**src/hdl/printable_run_extractor_assert.svh**
```systemverilog
// assertion macros shared by the printable run extractor rtl
// no dependencies; define NO_ASSERTIONS to compile the checks out
`ifndef PRINTABLE_RUN_EXTRACTOR_ASSERT_SVH
`define PRINTABLE_RUN_EXTRACTOR_ASSERT_SVH
`ifndef NO_ASSERTIONS
// clocked check, disabled while reset is asserted
`define PRE_ASSERT(lbl, clk, rstn, prop, msg) \
	lbl: assert property (@(posedge clk) disable iff (!rstn) prop) else $error(msg);
// clocked check that also holds through reset
`define PRE_ASSERT_NR(lbl, clk, prop, msg) \
	lbl: assert property (@(posedge clk) prop) else $error(msg);
`else
`define PRE_ASSERT(lbl, clk, rstn, prop, msg)
`define PRE_ASSERT_NR(lbl, clk, prop, msg)
`endif
`endif

```
**src/hdl/pre_pkg.sv**
```systemverilog
// types, constants and byte classification for the printable run extractor
// no dependencies
`default_nettype none
package pre_pkg;
	localparam int BUFFER_BYTES = 64;
	localparam int OFFSET_BITS  = 32;
	localparam int FLUSH_SIZE   = BUFFER_BYTES - 2;
	localparam int LEN_W        = $clog2(BUFFER_BYTES) + 1;
	localparam int RING_AW      = $clog2(BUFFER_BYTES) + 1;
	localparam int RING_DEPTH   = 1 << RING_AW;
	localparam int PTR_W        = RING_AW + 1;
	localparam int DESC_DEPTH   = 4;
	localparam int DESC_AW      = 2;
	localparam int OUT_DEPTH    = 4;
	localparam int OUT_AW       = 2;
	localparam int MIN_LEN_W    = 6;
	localparam int CMP_W        = LEN_W + MIN_LEN_W;
	localparam int CFG_INDEX_W  = 1;
	localparam int CFG_DATA_W   = 32;
	localparam int BASE_W       = 32;

	localparam logic [MIN_LEN_W-1:0] MIN_LEN_RESET = 6'd4;

	localparam logic [7:0] CH_NUL   = 8'h00;
	localparam logic [7:0] CH_BS    = 8'h08;
	localparam logic [7:0] CH_TAB   = 8'h09;
	localparam logic [7:0] CH_NL    = 8'h0A;
	localparam logic [7:0] CH_SPACE = 8'h20;
	localparam logic [7:0] CH_TILDE = 8'h7E;

	typedef enum logic [CFG_INDEX_W-1:0] {
		REG_MIN_LENGTH  = 1'b0,
		REG_BASE_OFFSET = 1'b1
	} cfg_reg_t;

	typedef enum logic [1:0] {
		CLS_TERM  = 2'd0,
		CLS_TEXT  = 2'd1,
		CLS_OTHER = 2'd2
	} byte_class_t;

	typedef struct packed {
		logic [7:0] data_byte;
		logic       section_start;
	} item_t;

	typedef struct packed {
		logic [7:0]  text_byte;
		logic [31:0] run_offset;
		logic        run_end;
	} result_t;

	typedef struct packed {
		logic [RING_AW-1:0]     start;
		logic [LEN_W-1:0]       len;
		logic [OFFSET_BITS-1:0] offset;
	} desc_t;

	typedef struct packed {
		logic             desc_full;
		logic [PTR_W-1:0] tail;
	} back_status_t;

	function automatic byte_class_t classify(input logic [7:0] c);
		byte_class_t cls;
		if (c == CH_NL || c == CH_NUL) begin
			cls = CLS_TERM;
		end else if (c == CH_TAB || c == CH_BS || (c >= CH_SPACE && c <= CH_TILDE)) begin
			cls = CLS_TEXT;
		end else begin
			cls = CLS_OTHER;
		end
		return cls;
	endfunction
endpackage
`default_nettype wire

```
**src/hdl/pre_ram.sv**
```systemverilog
// generic simple dual-port ram, one write port, one registered read port
// no dependencies
`default_nettype none
module pre_ram #(
	parameter int WIDTH = 8,
	parameter int DEPTH = 128
) (
	input  wire logic                     clk,
	input  wire logic                     we,
	input  wire logic [$clog2(DEPTH)-1:0] waddr,
	input  wire logic [WIDTH-1:0]         wdata,
	input  wire logic [$clog2(DEPTH)-1:0] raddr,
	output logic      [WIDTH-1:0]         rdata
);
	logic [WIDTH-1:0] mem_q [DEPTH];

	always_ff @(posedge clk) begin
		if (we) begin
			mem_q[waddr] <= wdata;
		end
		rdata <= mem_q[raddr];
	end
endmodule
`default_nettype wire

```
**src/hdl/pre_front.sv**
```systemverilog
// front end: takes bytes, classifies them, tracks the run and stream position
// depends on pre_pkg; writes run bytes to the ring ram and queues run descriptors
`default_nettype none
module pre_front (
	input  wire logic                              clk,
	input  wire logic                              arst_n,
	input  wire logic                              push,
	output logic                                   full,
	input  wire pre_pkg::item_t                    item,
	input  wire logic                              cfg_valid,
	input  wire logic [pre_pkg::CFG_INDEX_W-1:0]   cfg_index,
	input  wire logic [pre_pkg::CFG_DATA_W-1:0]    cfg_data,
	input  wire pre_pkg::back_status_t             back_status,
	output logic                                   desc_push,
	output pre_pkg::desc_t                         desc,
	output logic                                   ram_we,
	output logic [pre_pkg::RING_AW-1:0]            ram_waddr,
	output logic [7:0]                             ram_wdata
);
	import pre_pkg::*;

	logic [MIN_LEN_W-1:0]   min_length_q;
	logic [BASE_W-1:0]      base_offset_q;
	logic [LEN_W-1:0]       run_length_q;
	logic [OFFSET_BITS-1:0] pos_q;
	logic [PTR_W-1:0]       run_base_q;

	logic                   accept;
	byte_class_t            cls;
	logic [LEN_W-1:0]       len_eff;
	logic [LEN_W-1:0]       len_inc;
	logic [OFFSET_BITS-1:0] pos_cur;
	logic [MIN_LEN_W-1:0]   need;
	logic                   term_emit;
	logic                   flush_hit;
	logic                   flush_emit;
	logic [PTR_W-1:0]       wr_ptr;
	logic [PTR_W-1:0]       used;
	logic                   ring_full;

	// ring space: committed runs not yet read plus the run being built
	assign used      = run_base_q - back_status.tail;
	assign ring_full = ({1'b0, used} + (PTR_W+1)'(run_length_q)) >= (PTR_W+1)'(RING_DEPTH);
	assign full      = back_status.desc_full | ring_full;
	assign accept    = push & ~full;

	assign cls     = classify(item.data_byte);
	assign len_eff = item.section_start ? '0 : run_length_q;
	assign len_inc = len_eff + LEN_W'(1);
	assign pos_cur = item.section_start ? OFFSET_BITS'(base_offset_q) : pos_q;
	assign need    = (min_length_q == '0) ? MIN_LEN_W'(1) : min_length_q;

	assign term_emit  = (cls == CLS_TERM) && (CMP_W'(len_eff) >= CMP_W'(need));
	assign flush_hit  = (cls == CLS_TEXT) && (len_inc == LEN_W'(FLUSH_SIZE));
	assign flush_emit = flush_hit && (CMP_W'(FLUSH_SIZE) >= CMP_W'(need));

	assign desc_push   = accept && (term_emit || flush_emit);
	assign desc.start  = run_base_q[RING_AW-1:0];
	assign desc.len    = term_emit ? len_eff : len_inc;
	// same start offset for terminator and flush: the flushing byte is in the run
	assign desc.offset = pos_cur - OFFSET_BITS'(len_eff);

	assign wr_ptr    = run_base_q + PTR_W'(len_eff);
	assign ram_we    = accept && (cls == CLS_TEXT);
	assign ram_waddr = wr_ptr[RING_AW-1:0];
	assign ram_wdata = item.data_byte;

	always_ff @(posedge clk or negedge arst_n) begin
		if (!arst_n) begin
			min_length_q  <= MIN_LEN_RESET;
			base_offset_q <= '0;
		end else if (cfg_valid) begin
			case (cfg_reg_t'(cfg_index))
				REG_MIN_LENGTH:  min_length_q  <= cfg_data[MIN_LEN_W-1:0];
				REG_BASE_OFFSET: base_offset_q <= cfg_data[BASE_W-1:0];
				default: ;
			endcase
		end
	end

	always_ff @(posedge clk or negedge arst_n) begin
		if (!arst_n) begin
			run_length_q <= '0;
			pos_q        <= '0;
			run_base_q   <= '0;
		end else if (accept) begin
			pos_q <= pos_cur + OFFSET_BITS'(1);
			case (cls)
				CLS_TERM: begin
					run_length_q <= '0;
					if (term_emit) begin
						run_base_q <= run_base_q + PTR_W'(len_eff);
					end
				end
				CLS_TEXT: begin
					if (flush_hit) begin
						run_length_q <= '0;
						if (flush_emit) begin
							run_base_q <= run_base_q + PTR_W'(len_inc);
						end
					end else begin
						run_length_q <= len_inc;
					end
				end
				default: run_length_q <= '0;
			endcase
		end
	end
endmodule
`default_nettype wire

```
**src/hdl/pre_back.sv**
```systemverilog
// back end: descriptor queue, byte read-out from the ring ram and result queue
// depends on pre_pkg and the assertion macro header
`default_nettype none
`include "printable_run_extractor_assert.svh"
module pre_back (
	input  wire logic                          clk,
	input  wire logic                          arst_n,
	input  wire logic                          desc_push,
	input  wire pre_pkg::desc_t                desc,
	output pre_pkg::back_status_t              status,
	output logic [pre_pkg::RING_AW-1:0]        ram_raddr,
	input  wire logic [7:0]                    ram_rdata,
	input  wire logic                          pop,
	output logic                               empty,
	output pre_pkg::result_t                   result
);
	import pre_pkg::*;

	desc_t                  dmem_q [DESC_DEPTH];
	logic [DESC_AW-1:0]     dwr_q;
	logic [DESC_AW-1:0]     drd_q;
	logic [DESC_AW:0]       dcnt_q;
	logic [LEN_W-1:0]       idx_q;
	logic [PTR_W-1:0]       tail_q;

	logic                   v_s1;
	logic [OFFSET_BITS-1:0] offset_s1;
	logic                   end_s1;

	result_t                omem_q [OUT_DEPTH];
	logic [OUT_AW-1:0]      owr_q;
	logic [OUT_AW-1:0]      ord_q;
	logic [OUT_AW:0]        ocnt_q;

	desc_t                  head;
	logic                   out_room;
	logic                   issue;
	logic                   last;
	logic                   dpop;
	logic                   opop;

	assign head     = dmem_q[drd_q];
	assign out_room = ((OUT_AW+2)'(ocnt_q) + (OUT_AW+2)'(v_s1)) < (OUT_AW+2)'(OUT_DEPTH);
	assign issue    = (dcnt_q != '0) && out_room;
	assign last     = (idx_q + LEN_W'(1)) == head.len;
	assign dpop     = issue && last;
	assign ram_raddr = head.start + RING_AW'(idx_q);

	assign status.desc_full = dcnt_q == (DESC_AW+1)'(DESC_DEPTH);
	assign status.tail      = tail_q;

	assign empty  = ocnt_q == '0;
	assign opop   = pop && !empty;
	assign result = omem_q[ord_q];

	// descriptor queue
	always_ff @(posedge clk) begin
		if (desc_push) begin
			dmem_q[dwr_q] <= desc;
		end
	end

	always_ff @(posedge clk or negedge arst_n) begin
		if (!arst_n) begin
			dwr_q  <= '0;
			drd_q  <= '0;
			dcnt_q <= '0;
			idx_q  <= '0;
			tail_q <= '0;
		end else begin
			if (desc_push) begin
				dwr_q <= dwr_q + DESC_AW'(1);
			end
			if (dpop) begin
				drd_q <= drd_q + DESC_AW'(1);
			end
			dcnt_q <= dcnt_q + (DESC_AW+1)'(desc_push) - (DESC_AW+1)'(dpop);
			if (issue) begin
				idx_q  <= last ? '0 : idx_q + LEN_W'(1);
				tail_q <= tail_q + PTR_W'(1);
			end
		end
	end

	// read stage, ram data lands alongside
	always_ff @(posedge clk or negedge arst_n) begin
		if (!arst_n) begin
			v_s1 <= 1'b0;
		end else begin
			v_s1 <= issue;
		end
	end

	always_ff @(posedge clk) begin
		if (issue) begin
			offset_s1 <= head.offset;
			end_s1    <= last;
		end
	end

	// result queue
	always_ff @(posedge clk) begin
		if (v_s1) begin
			omem_q[owr_q] <= '{text_byte: ram_rdata, run_offset: 32'(offset_s1), run_end: end_s1};
		end
	end

	always_ff @(posedge clk or negedge arst_n) begin
		if (!arst_n) begin
			owr_q  <= '0;
			ord_q  <= '0;
			ocnt_q <= '0;
		end else begin
			if (v_s1) begin
				owr_q <= owr_q + OUT_AW'(1);
			end
			if (opop) begin
				ord_q <= ord_q + OUT_AW'(1);
			end
			ocnt_q <= ocnt_q + (OUT_AW+1)'(v_s1) - (OUT_AW+1)'(opop);
		end
	end

	`PRE_ASSERT(a_desc_no_overflow, clk, arst_n, desc_push |-> !status.desc_full, "descriptor queue overflow")
	`PRE_ASSERT(a_issue_to_s1, clk, arst_n, issue |=> v_s1, "read issue lost before read stage")
	`PRE_ASSERT(a_last_marks_end, clk, arst_n, (issue && last) |=> end_s1, "last byte of run not marked")
	`PRE_ASSERT(a_out_bound, clk, arst_n, ocnt_q <= (OUT_AW+1)'(OUT_DEPTH), "result queue overflow")
endmodule
`default_nettype wire

```
**src/hdl/printable_run_extractor.sv**
```systemverilog
// top level of the printable run extractor: front end, ring ram and back end
// depends on pre_pkg, pre_front, pre_back and pre_ram
//
// usage
//  - input queue: drive item (data_byte, section_start) and raise push; the byte
//    is taken at a rising edge with push high and full low
//  - result queue: while empty is low, result holds the oldest character of an
//    emitted run (text_byte, run_offset, run_end); raise pop to take it
//  - config: cfg_valid with cfg_index/cfg_data; cfg_ready is always high, so
//    every valid cycle is a transfer (index 0 min_length, index 1 base_offset)
//  - the front end takes one byte per cycle while full is low; a qualifying run
//    is queued as a descriptor at the transfer of its terminating or filling byte
//  - the first character of a run reaches result through the ring ram read and
//    the read stage, then characters follow one per cycle while pop is held
//  - the back end reads the byte ring ram once per character, so its drain rate
//    is one character per cycle while the result queue has room; full rises when
//    the descriptor queue or the ring ram (twice the run buffer) has no room
//  - a stalled receiver fills the four-entry result queue, then the read-out
//    pauses, then descriptors and ring data back up until full rises
//  - reset clears run state, position, queues and config; the ring ram is not cleared
`default_nettype none
module printable_run_extractor (
	input  wire logic                              clk,
	input  wire logic                              arst_n,
	input  wire logic                              push,
	output logic                                   full,
	input  wire pre_pkg::item_t                    item,
	output logic                                   empty,
	input  wire logic                              pop,
	output pre_pkg::result_t                       result,
	input  wire logic                              cfg_valid,
	output logic                                   cfg_ready,
	input  wire logic [pre_pkg::CFG_INDEX_W-1:0]   cfg_index,
	input  wire logic [pre_pkg::CFG_DATA_W-1:0]    cfg_data
);
	import pre_pkg::*;

	back_status_t       back_status;
	desc_t              desc;
	logic               desc_push;
	logic               ram_we;
	logic [RING_AW-1:0] ram_waddr;
	logic [7:0]         ram_wdata;
	logic [RING_AW-1:0] ram_raddr;
	logic [7:0]         ram_rdata;

	// registers are always writable
	assign cfg_ready = 1'b1;

	// classification, run tracking, descriptor generation
	pre_front u_front (
		.clk         (clk),
		.arst_n      (arst_n),
		.push        (push),
		.full        (full),
		.item        (item),
		.cfg_valid   (cfg_valid),
		.cfg_index   (cfg_index),
		.cfg_data    (cfg_data),
		.back_status (back_status),
		.desc_push   (desc_push),
		.desc        (desc),
		.ram_we      (ram_we),
		.ram_waddr   (ram_waddr),
		.ram_wdata   (ram_wdata)
	);

	// ring of run bytes shared by both ends
	pre_ram #(
		.WIDTH (8),
		.DEPTH (RING_DEPTH)
	) u_ring (
		.clk   (clk),
		.we    (ram_we),
		.waddr (ram_waddr),
		.wdata (ram_wdata),
		.raddr (ram_raddr),
		.rdata (ram_rdata)
	);

	// descriptor drain and result queue
	pre_back u_back (
		.clk       (clk),
		.arst_n    (arst_n),
		.desc_push (desc_push),
		.desc      (desc),
		.status    (back_status),
		.ram_raddr (ram_raddr),
		.ram_rdata (ram_rdata),
		.pop       (pop),
		.empty     (empty),
		.result    (result)
	);
endmodule
`default_nettype wire

```
**config.mk**
```make
export PLATFORM = sky130hd
export DESIGN_NAME = printable_run_extractor
export DESIGN_NICKNAME = d
export VERILOG_FILES = /design/src/hdl/pre_pkg.sv /design/src/hdl/pre_ram.sv /design/src/hdl/pre_front.sv /design/src/hdl/pre_back.sv /design/src/hdl/printable_run_extractor.sv
export VERILOG_INCLUDE_DIRS = /design/src /design/src/hdl
export SDC_FILE = /design/constraint.sdc
export NUM_CORES = 1
export LEC_CHECK = 0
export BUFFER_PORTS_ARGS = -buffer_cell sky130_fd_sc_hd__buf_2
export CAP_MARGIN = 5
export CORE_UTILIZATION = 51
export CTS_CLUSTER_SIZE = 40
export DETAILED_ROUTE_END_ITERATION = 16
export PLACE_DENSITY = 0.67
export REMOVE_ABC_BUFFERS = 1
export SETUP_SLACK_MARGIN = 0.2
export SLEW_MARGIN = 20
export SYNTH_ARGS = -nofsm -noshare
export SYNTH_HDL_FRONTEND = slang
export SYNTH_SLANG_ARGS = --single-unit
```
**constraint.sdc**
```tcl
create_clock -name clk -period 12.03 [get_ports clk]
set_clock_uncertainty 0.1 [all_clocks]
set_input_delay 1.203 -clock clk [delete_from_list [all_inputs] [get_ports clk]]
set_output_delay 1.203 -clock clk [all_outputs]
set_load 0.02 [all_outputs]
```
## Yosys cells after proc, flatten, opt, wreduce, memory -nomap -nowiden

Memory sizes are Yosys's and may differ from the RTL's. A register that Yosys moved wholly into a read port is not among the register bits.
Index checks and enable logic that the tools add are counted.

| word-level totals | value |
|---|---|
| bits in registers | 148 |
| bits in writable memories | 1372 |
| input port bits | 47 |
| output and inout bits | 44 |
| logic and storage cells | 100 |
| memories | 3 |

| cells by class | value |
|---|---|
| $add $sub $neg | 19 |
| magnitude comparators | 6 |
| eq/ne operators | 10 |
| multiplexer cells | 19 |
| bitwise gates (word level) | 4 |
| reduce and logical (&&, ||, !) cells | 23 |

Memories:

| name | words | width | read ports | clocked after Yosys merged registers in | write ports | RTL line | RTL |
|---|---|---|---|---|---|---|---|
| u_ring.mem_q | 128 | 8 | 1 | 1 | 1 | pre_ram.sv:15 | `logic [WIDTH-1:0] mem_q [DEPTH];` |
| u_back.dmem_q | 4 | 46 | 1 | 0 | 1 | pre_back.sv:19 | `desc_t dmem_q [DESC_DEPTH];` |
| u_back.omem_q | 4 | 41 | 1 | 0 | 1 | pre_back.sv:30 | `result_t omem_q [OUT_DEPTH];` |

Operator list:

| kind | count |
|---|---|
| $mux 7 | 5 |
| $add 32x1->32 const B | 1 |
| $mux 32 | 1 |
| $sub 32x7->32 | 1 |
| $eq 8x4->1 const B | 3 |
| $mux 8 | 3 |
| $add 8x7->8 | 2 |
| $pmux 8 s2 | 1 |
| $add 7x1->7 const B | 2 |
| $add 8x7->9 | 1 |
| $ge 9x8->1 const B | 1 |
| $logic_and 1x1->1 | 9 |
| $add 2x1->2 const B | 4 |
| $add 8x1->8 const B | 1 |
| $ge 8x6->1 const B | 1 |
| $le 8x7->1 const B | 1 |
| $logic_not 8->1 | 1 |
| $sub 8x8->8 | 1 |
| $add 7x7->7 | 1 |
| $eq 7x6->1 const B | 1 |
| $eq 7x7->1 | 1 |
| $ge 7x6->1 | 1 |
| $add 3x1->3 | 2 |
| $ge 6x6->1 const A | 1 |
| 21 further kinds | 35 |

## Depth between registers and ports, before layout

| depth | value |
|---|---|
| depth in word-level cells | 12 |
| gate-level depth with buffers | 21 |
| gate-level depth less buffers | 21 |

## Cells and area by module

From an unflattened synthesis, not the netlist that was laid out.

| second synthesis, totals | value |
|---|---|
| cell total of the unflattened synthesis | 3115 |
| area, all modules | 62366.1 sq um |

By module, submodules not included:

| module | times used | cells an instance | area each (sq um) | seq. area each (sq um) |
|---|---|---|---|---|
| pre_ram | 1 | 1635 | 39665.5 | 30909.6 |
| pre_back | 1 | 682 | 15497.4 | 12191.7 |
| pre_front | 1 | 796 | 7191.9 | 2128.3 |
| printable_run_extractor | 1 | 2 | 11.3 | 0.0 |

## Worst setup path after synthesis

Ideal clock, no wire load.

| timing | value |
|---|---|
| path type | input port to flip-flop |
| from | in item[0] (netlist name) |
| to | mem u_back.dmem_q[0][0] (netlist name) (enable) |
| library setup time | 0.408 ns |
| data arrival time | 4.680 ns |
| required time | 11.522 ns |
| path slack | 6.842 ns |
| stages | 13 |
| buffers on the path | 2 |
| cells stage by stage | buf_6 > inv_2 > clkbuf_1 > nand2_1 > inv_1 > ha_1 > nand4b_1 > o21ai_0 > o31ai_1 > nor4_2 > a21boi_1 > nor3_2 > and2_1 |

| on the way | value |
|---|---|
| word-level cells in the longest chain between the ends | 9 |
| elaborated cells between the ends (all ways) | 11 |
| classes of those cells | 1 x add/sub; 1 x order compare; 1 x eq/ne; 3 x mux; 5 x reduce/logical |

RTL lines:

| what | RTL line | RTL |
|---|---|---|
| start: declaration | printable_run_extractor.sv:27 | `input wire pre_pkg::item_t item,` |
| $mux 7 * | pre_front.sv:48 | `assign len_eff = item.section_start ? '0 : run_length_q;` |
| $add 7x1->7 | pre_front.sv:49 | `assign len_inc = len_eff + LEN_W'(1);` |
| $eq 7x6->1 | pre_front.sv:54 | `assign flush_hit = (cls == CLS_TEXT) && (len_inc == LEN_W'(FLUSH_SIZE));` |
| $logic_and 1x1->1 | pre_front.sv:54 |  |
| $logic_and 1x1->1 | pre_front.sv:55 | `assign flush_emit = flush_hit && (CMP_W'(FLUSH_SIZE) >= CMP_W'(need));` |
| $logic_or 1x1->1 * | pre_front.sv:57 | `assign desc_push = accept && (term_emit \|\| flush_emit);` |
| $logic_and 1x1->1 * | pre_front.sv:57 |  |
| $mux 1 * | pre_back.sv:58 | `if (desc_push) begin` |
| $mux 1 (implied by the code) * | pre_back.sv:59 | `dmem_q[dwr_q] <= desc;` |
| end: declaration | pre_back.sv:19 |  |

Mark *: on every way between the ends. The rest lies on a longest branch, timed or not.

## Worst setup path in the final report

| timing | value |
|---|---|
| from | reg u_front.run_base_q[0] |
| to | mem u_ring.mem_q[40][2] (enable) |

| on the way | value |
|---|---|
| word-level cells in the longest chain between the ends | 9 |
| elaborated cells between the ends (all ways) | 10 |
| classes of those cells | 3 x add/sub; 1 x order compare; 2 x mux; 3 x bitwise; 1 x reduce/logical |

RTL lines:

| what | RTL line | RTL |
|---|---|---|
| start: declaration | pre_front.sv:26 | `logic [PTR_W-1:0] run_base_q;` |
| start signal: assignment | pre_front.sv:92 | `run_base_q <= run_base_q + PTR_W'(len_eff);` |
| start signal: assignment | pre_front.sv:99 | `run_base_q <= run_base_q + PTR_W'(len_inc);` |
| $sub 8x8->8 | pre_front.sv:42 | `assign used = run_base_q - back_status.tail;` |
| $add 8x7->9 | pre_front.sv:43 | `assign ring_full = ({1'b0, used} + (PTR_W+1)'(run_length_q)) >= (PTR_W+1)'(RING_DEPTH);` |
| $ge 9x8->1 | pre_front.sv:43 |  |
| $or 1x1->1 | pre_front.sv:44 | `assign full = back_status.desc_full \| ring_full;` |
| $not 1->1 | pre_front.sv:45 | `assign accept = push & ~full;` |
| $and 1x1->1 | pre_front.sv:45 |  |
| $logic_and 1x1->1 | pre_front.sv:64 | `assign ram_we = accept && (cls == CLS_TEXT);` |
| $mux 1 | pre_ram.sv:18 | `if (we) begin` |
| $mux 1 (implied by the code) | pre_ram.sv:19 | `mem_q[waddr] <= wdata;` |
| end: declaration | pre_ram.sv:15 |  |

Several ways; a longest one is shown, not always the timed one.

==> impl_metrics.tcl <==
set metrics [dict create \
    final_util_pct 57.51 \
    row_count 127 \
    grt_pass1_wl_um 204700 \
    initial_core_util_pct 51.69 \
    crit_path_start_kind "flop" \
    dpl.hpwl_um 80880 \
    numCtsBuffers 153 \
    firstDrtPassIters 5 \
    setup_ws_ps 5894 \
    syn_area_sq_um 62350 \
    avgRoutedWirePerCell_um 25.79 \
    power.total_w 0.01511 \
    cp.buffers_inverters 3 \
    synth_top_area_share_pct 67.67 \
    maxSlewHeadroom_pct 27.99 \
    cts_max_level 4 \
    worst_slew_pin_slew_ps 1075 \
    p_leak_nw 22.92 \
    syn_inst 3457 \
    worst-setup-path-type "reg2reg" \
    status "finished clean" \
    grtUsageTotal_pct 22.61 \
    dpl_worst_slack_ps 5829 \
    vias 31629 \
    ys_dominant_reg_cell "edfxtp_1" \
    grt_pass1_vias 31628 \
    worst_path_largest_cell_delay_ps 950 \
    synth_cell_type_count 87 \
    drtIter0Drc 3389 \
    rsz0062_at_grt "no" \
    synth.most_common_cell "edfxtp_1" \
    io_pins 91 \
    clock_sinks 1528 \
    drive_above_1_share_pct 21.22 \
    hold_buffers 0 \
    antenna_found_initial 0 \
    synth_warnings 0 \
    grt_overflow_total 0 \
    hold_viol_final 0 \
    root_buffer "clkbuf_16" \
    power.density_nw_per_um2 217.9 \
    ys_top_cells_by_count "edfxtp_1 (1,405), nand2_1 (372), mux4_2 (343), nor2_1 (202), dfrtp_1 (114)" \
    cts_tree "yes" \
    clk-insertion-delay-late_ps 770 \
    report.final.setup_viol 0 \
    avgViaCountPerCell 5.953 \
    clk_pin_slew_ps 60 \
    ys_async_sr_fraction_pct 7.526 \
    hold_class "in2async" \
    syn_area_per_cell_sq_um 18.03 \
    cp_cell_sequence "inv_1 > ha_1 > inv_1 > fa_1 > a21o_1 > a21oi_1 > o21bai_1 > a21oi_1 > xnor2_1 > ha_1 > a221o_1 > a31oi_2 > nand4_1 > mux2_2 > buf_4 > nor3b_4 > nand3b_2 > nor2_1" \
    synth.largest_area_cell "edfxtp_1" \
    die_w_um 351.6 \
    postCtsSetupRepairBufs 0 \
    fmax_ghz 0.1630 \
    dieArea_sq_um 123700 \
    crit_family "simple AND/OR/NAND/NOR gates" \
    routed_wl_um 137000 \
    end_kind "flop" \
    cts_buffer_depth 3 \
    final_max_slew_viol_count 0 \
    die_h_um 351.6 \
    io_buffers 89 \
    worst_ep_required_time_ps 12320 \
    cp.arrival_ps 6430 \
    finalWeightedCongestion 0.8052 \
    synth-seq-cells 1528 \
    synth-edff-count 1405 \
    ys_seq_area_share_pct 72.55 \
    post-route-drc-count 0 \
    stdcell_area_sq_um 69360 \
    post_cts_resized 0 \
    critical_path.max_fanout 78 \
    cap_violations 0 \
    fin_crit_sh_pct 51.01 \
    finalCriticalPeriod_ps 6136 \
    core_area_sq_um 120600 \
    crit_slowest_cell "nor2_1" \
    drtAntennaViolNets 0 \
    grt_max_degree 122 \
    peakVddDrop_mv 0.2117 \
    place_area_sq_um 64620 \
    final_nets 3707 \
    syn_to_final_growth_pct 11.25 \
    synth_area_leaders "edfxtp_1 (68%), mux4_2 (12%), dfrtp_1 (4.6%), nand2_1 (2.2%), ha_1 (1.3%)" \
]
path summary, 6_finish.rpt:
| path | end | slack (ps) | start | depth (start not counted) |
|---|---|---|---|---|
| setup / recovery | u_ring.mem_q[40][2] | 5890 | u_front.run_base_q[0] | 18 |
| hold / removal | u_front.base_offset_q[24] | 370 | arst_n | 1 |
| setup reg to reg | u_ring.mem_q[40][2] | 5890 | u_front.run_base_q[0] | 18 |
| hold reg to reg | u_back.tail_q[6] | 370 | u_back.tail_q[6] | 1 |
| max in group asynchronous | u_back.drd_q[0] | 10010 | arst_n | 2 |
| min in group clk | u_back.tail_q[6] | 370 | u_back.tail_q[6] | 1 |
per-layer routing:
metal | track usage [%] | routed length [um]
met5 | 0 | 0
met4 | 6.078 | 2746
met1 | 33.60 | 60090
met3 | 4.446 | 9718
met2 | 34.42 | 64460
power by group:
part           switching (W)  internal (W)
Combinational        0.00232       0.00163
Clock                0.00198       0.00255
Sequential          0.000284       0.00634
Total                0.00458        0.0105
worst reg2reg max path, stage by stage, from the launching register on:
cell and delay (ps):
dfrtp_1 470, inv_1 100, ha_1 160, inv_1 50, fa_1 390, a21o_1 170, a21oi_1 220, o21bai_1 90
a21oi_1 170, xnor2_1 140, ha_1 280, a221o_1 330, a31oi_2 210, nand4_1 120, mux2_2 270, buf_4 340
nor3b_4 360, nand3b_2 820, nor2_1 970
layout by cell type (no fill, tap or decap), types with 8 or more instances in the layout:
cell,instances
o21ai_1,8
a31oi_1,16
nand2b_1,8
mux2_2,44
o22ai_1,11
edfxtp_1,1405
nand4_1,8
clkbuf_16,155
buf_2,79
a21o_1,14
clkinv_2,15
inv_1,54
nand3b_1,12
a311oi_1,17
o31ai_1,10
ha_1,64
mux4_2,343
o211ai_1,10
nand3_1,39
mux2i_1,43
dfxtp_1,8
dfrtp_1,110
xnor2_1,73
clkbuf_1,38
and3_1,29
and2_2,8
nor3_1,25
nand2_1,370
buf_4,53
clkinv_1,30
a21oi_1,84
a211oi_1,15
nor2b_1,12
o21ai_0,76
xor2_1,29
and2_1,14
nor2_1,201
stage by stage:
step,TNS (ps),hold slack (ps),cells
detailed placement,0,364.9,5044
CTS,0,339.4,5312
finish,0,371.6,5313
global route,0,388.5,5312
global placement,0,357.1,5044
floorplan,-16350,338.3,3296
kinds of logic (layout without fill, tap and decap cells):
kind of cell,Yosys count,after routing,share of synthesized area [%]
other cells,1,2,0.006015
xor+xnor,110,110,1.589
flops,1528,1528,72.55
compound gates,322,322,3.343
simple gates,776,776,5.599
fa+ha+maj,73,73,1.561
buf+inv,217,460,1.479
mux,430,430,13.88
sequential cells by signal, summed over array words and instances, names as in the netlist, 2 cells and up:
register               cells
u_back.dcnt_q              3
u_back.dmem_q            184
u_back.drd_q               2
u_back.dwr_q               2
u_back.idx_q               7
u_back.ocnt_q              3
u_back.offset_s1          32
u_back.omem_q            164
u_back.ord_q               2
u_back.owr_q               2
u_back.tail_q              8
u_front.base_offset_q     32
u_front.min_length_q       6
u_front.pos_q             32
u_front.run_base_q         8
u_front.run_length_q       7
u_ring.mem_q            1024
u_ring.rdata               8
layout make-up:
class	count	area, sq um
Tap cell	1612	2017
Multi-Input combinational cell	1712	16300
Fill cell	8939	51250
Clock buffer	198	4090
Sequential cell	1528	45240
Clock inverter	70	636.9
Inverter	56	210.2
Antenna cell	1	2.502
Timing Repair Buffer	136	864.6
Note: power is estimated with default switching activity, not from simulation.
